File: src/hw/rtl/oblu_pkg.sv
`default_nettype none
package oblu_pkg;

	localparam int PRICE_W = 63;
	localparam int QTY_W   = 63;
	localparam int POS_W   = 6;

	typedef enum logic [1:0] {
		KIND_DELTA  = 2'd0,
		KIND_CLEAR  = 2'd1,
		KIND_APPEND = 2'd2,
		KIND_TOP    = 2'd3
	} kind_t;

	typedef enum logic [2:0] {
		ACT_UPDATED  = 3'd0,
		ACT_DELETED  = 3'd1,
		ACT_INSERTED = 3'd2,
		ACT_IGNORED  = 3'd3,
		ACT_CLEARED  = 3'd4,
		ACT_LOADED   = 3'd5
	} action_t;

	typedef struct packed {
		kind_t                kind;
		logic                 is_bid;
		logic [PRICE_W-1:0]   price;
		logic [QTY_W-1:0]     qty;
	} cmd_t;

	typedef struct packed {
		action_t              action;
		logic [POS_W-1:0]     position;
		logic [POS_W-1:0]     bid_depth;
		logic [POS_W-1:0]     ask_depth;
		logic [PRICE_W-1:0]   best_bid_price;
		logic [QTY_W-1:0]     best_bid_qty;
		logic [PRICE_W-1:0]   best_ask_price;
		logic [QTY_W-1:0]     best_ask_qty;
	} res_t;

endpackage
`default_nettype wire

File: src/hw/rtl/oblu_front.sv
`default_nettype none
module oblu_front (
	input  wire logic           clk,
	input  wire logic           arst_n,
	input  wire logic           in_valid,
	output logic                in_ready,
	input  wire logic [2:0]     in_user,
	input  wire logic [125:0]   in_data,
	output logic                q_valid,
	input  wire logic           q_ready,
	output oblu_pkg::cmd_t      q_cmd
);
	// two-entry queue between input and the book engine
	oblu_pkg::cmd_t mem_q [2];
	logic           wp_q, rp_q;
	logic [1:0]     cnt_q;
	oblu_pkg::cmd_t cmd;
	logic           push, pop;

	always_comb begin
		cmd.kind   = oblu_pkg::kind_t'(in_user[1:0]);
		cmd.is_bid = in_user[2];
		cmd.price  = in_data[62:0];
		cmd.qty    = in_data[125:63];
	end

	assign in_ready = (cnt_q != 2'd2);
	assign push     = in_valid && in_ready;
	assign q_valid  = (cnt_q != 2'd0);
	assign pop      = q_valid && q_ready;
	assign q_cmd    = mem_q[rp_q];

	always_ff @(posedge clk) begin
		if (push) begin
			mem_q[wp_q] <= cmd;
		end
	end

	always_ff @(posedge clk or negedge arst_n) begin
		if (!arst_n) begin
			wp_q  <= 1'b0;
			rp_q  <= 1'b0;
			cnt_q <= 2'd0;
		end else begin
			if (push) wp_q <= ~wp_q;
			if (pop) rp_q <= ~rp_q;
			cnt_q <= cnt_q + {1'b0, push} - {1'b0, pop};
		end
	end
endmodule
`default_nettype wire

File: config.mk
export PLATFORM = sky130hd
export DESIGN_NAME = oblu_front
export DESIGN_NICKNAME = d
export VERILOG_FILES = /design/src/hw/rtl/oblu_pkg.sv /design/src/hw/rtl/oblu_front.sv
export SDC_FILE = /design/constraint.sdc
export NUM_CORES = 1
export LEC_CHECK = 0
export BUFFER_PORTS_ARGS = -buffer_cell sky130_fd_sc_hd__buf_2
export CAP_MARGIN = 20
export CORE_ASPECT_RATIO = 1.5
export CORE_MARGIN = 2
export CORE_UTILIZATION = 25
export CTS_CLUSTER_SIZE = 12
export DETAILED_ROUTE_END_ITERATION = 7
export SYNTH_ARGS = -nofsm -noshare
export SYNTH_HDL_FRONTEND = slang
export SYNTH_SLANG_ARGS = --single-unit
File: constraint.sdc
create_clock -name clk -period 12.9 [get_ports clk]
set_input_delay 1.29 -clock clk [delete_from_list [all_inputs] [get_ports clk]]
set_output_delay 1.29 -clock clk [all_outputs]
set_load 0.005 [all_outputs]
==> flow_metrics.tcl <==
set metrics [dict create \
    outcome "finished clean" \
    die_h_um 243 \
    yosysWarnings 0 \
    ys_seq_area_frac 0.823 \
    clk_pin_slew_ns 0.06 \
    io_pins 264 \
    dr.pass1.iters 4 \
    synth_simple_gate_area_frac 0.00341 \
    drive_above_1_share 0.608 \
    grt_pass1_vias 5265 \
    worstPathArrival_ns 2.98 \
    cts_resized 0 \
    layout_common_cells "263 x buf_2, 258 x edfxtp_1, 129 x mux2_2, 27 x clkbuf_16" \
    critPathCaptureType "output pin" \
    required_ns 11.61 \
    rows 87 \
    p_per_area_nw_per_um2 214 \
    grt_antenna_before_repair 4 \
    synth_area_per_cell_um2 22.8 \
    cts_tree "yes" \
    clk_latency_ns 0.53 \
    setup_viol 0 \
    grt_max_degree 72 \
    area_growth_pct 26.8 \
    ys_top_cells_by_area "edfxtp_1 81%, mux2_2 15%, buf_6 1.2%" \
    synth_top_family_by_area "multiplexers" \
    slew_headroom 0.344 \
    ctsHoldBuffers 0 \
    cts_setup_buffers 0 \
    critPathLaunchType "flip-flop" \
    total_power_mw 2.59 \
    die_w_um 163 \
    cp_max_fo 71 \
    cts_made_buffers 26 \
    skew_ns 0.0131 \
    drc 0 \
    numClockSinks 262 \
    synthAdderAreaFrac 0.00263 \
    grt_pass1_wl_um 29100 \
    hpwl_um 13500 \
    layout_commonest_cell "buf_2" \
    peakVddDrop_v 0.000179 \
    synth_top_area_frac 0.813 \
    drt-initial-drc-count 255 \
    synth.largest_area_cell "edfxtp_1" \
    fmax_ghz 0.234 \
    synth_mux_area_frac 0.152 \
    clock_path_buffers 3 \
    synth_area_um2 9530 \
    path_class "flip-flop to output pin" \
    h-tree-depth 1 \
    vias 4861 \
    period_share 0.331 \
    rsz0062_at_grt "false" \
    pre_cts_ws_ns 9.08 \
    ys_types 16 \
    syn_nets 553 \
    core-area_um2 37600 \
    initial_core_util 0.254 \
    track_usage 0.0968 \
    synth-compound-area-share 0 \
    drtAntennaViolNets 0 \
    synthXorXnorAreaFrac 0.00368 \
    tightest_slew_ns 0.983 \
    hold_viol_final 0 \
    place_congestion 0.721 \
    die_area_um2 39700 \
    routed_wl_um 20200 \
    final_core_util 0.322 \
    root_buffer "clkbuf_16" \
    viasPerCell 4.06 \
    place.port_buffers 263 \
    setup_slack_ns 8.63 \
    postSynthCellCount 418 \
    tns_ns 0 \
    ys_seq_elements 262 \
    drt-wirelength-per-cell_um 16.8 \
    final_nets 834 \
    period_minus_slack_ns 4.27 \
    gr-total-overflow 0 \
    cap_violations 0 \
    slew_viol_final 0 \
    holdCritPathClass "flip-flop to flip-flop" \
    p_leak_nw 4.40 \
]
[through the flow]
stage	hold slack [ns]	instance area (um2)	instances
after CTS	0.515	12100	1195
final	0.521	12100	1198
after floorplan	0.461	9530	418
after global routing	0.522	12100	1198
after detailed placement	0.510	11400	1160
after global placement	0.492	11400	1160
[registers in the layout, indices dropped and copies added (netlist names)]
name and flops:
wp_q 1, cnt_q 2, mem_q 258, rp_q 1
[synth_stat cells, drive strengths merged]
| master | instances |
|---|---|
| edfxtp | 258 |
| mux2 | 129 |
| buf | 14 |
| dfrtp | 4 |
| xnor2 | 3 |
| ha | 2 |
| and2 | 1 |
| and3 | 1 |
| inv | 1 |
| nand2 | 1 |
| nand2b | 1 |
| nor2 | 1 |
| or2 | 1 |
| xor2 | 1 |
[layout make-up]
cell class                 instances  area, um2
antenna                            3       7.51
clock buffer                      31        691
clock inverter                     4       17.5
fill                            3681      25500
inverter                           1       3.75
multi-input combinational        141       1560
sequential                       262       7850
tap                              489        612
timing repair buffer             267       1350
[worst max-delay path, stage by stage, from the launching register on]
cell and delay, ns:
dfrtp_4 0.96, buf_4 0.84, mux2_2 0.44, buf_2 0.13
[kinds of logic after synthesis]
kind of cell  count (synthesis)
flops                       262
mux                         129
buf+inv                      15
simple gates                  6
xor+xnor                      4
fa+ha+maj                     2
[metal layers]
metal / global-route usage / part of all wire / vias to the layer above / wire [um]
met1: 0.0922 / 0.33 / 2408 / 6740
met2: 0.184 / 0.55 / 169 / 11200
li1: - / - / 2228 / -
met4: 0.0554 / 0.045 / 2 / 899
met3: 0.0234 / 0.066 / 54 / 1340
met5: 0 / 0.00065 / - / 13
[report_power, final]
part	internal [mW]	leakage (nW)	switching, mW	total [mW]
logic	0.341	1.61	0.338	0.679
clock network	0.371	0.348	0.292	0.663
registers	1.17	2.44	0.0778	1.24
[final timing paths]
kind	start	to	slack (ns)	cells after the start
min reg2reg	cnt_q[0]	cnt_q[0]	0.52	1
min in group asynchronous	arst_n	wp_q	0.55	1
min	cnt_q[0]	cnt_q[0]	0.52	1
max reg2reg	cnt_q[1]	mem_q[1][32]	10.28	3
max in group asynchronous	arst_n	rp_q	12.22	1
max	rp_q	q_cmd[50]	8.63	3
No activity file was read; power rests on OpenSTA's default activity.
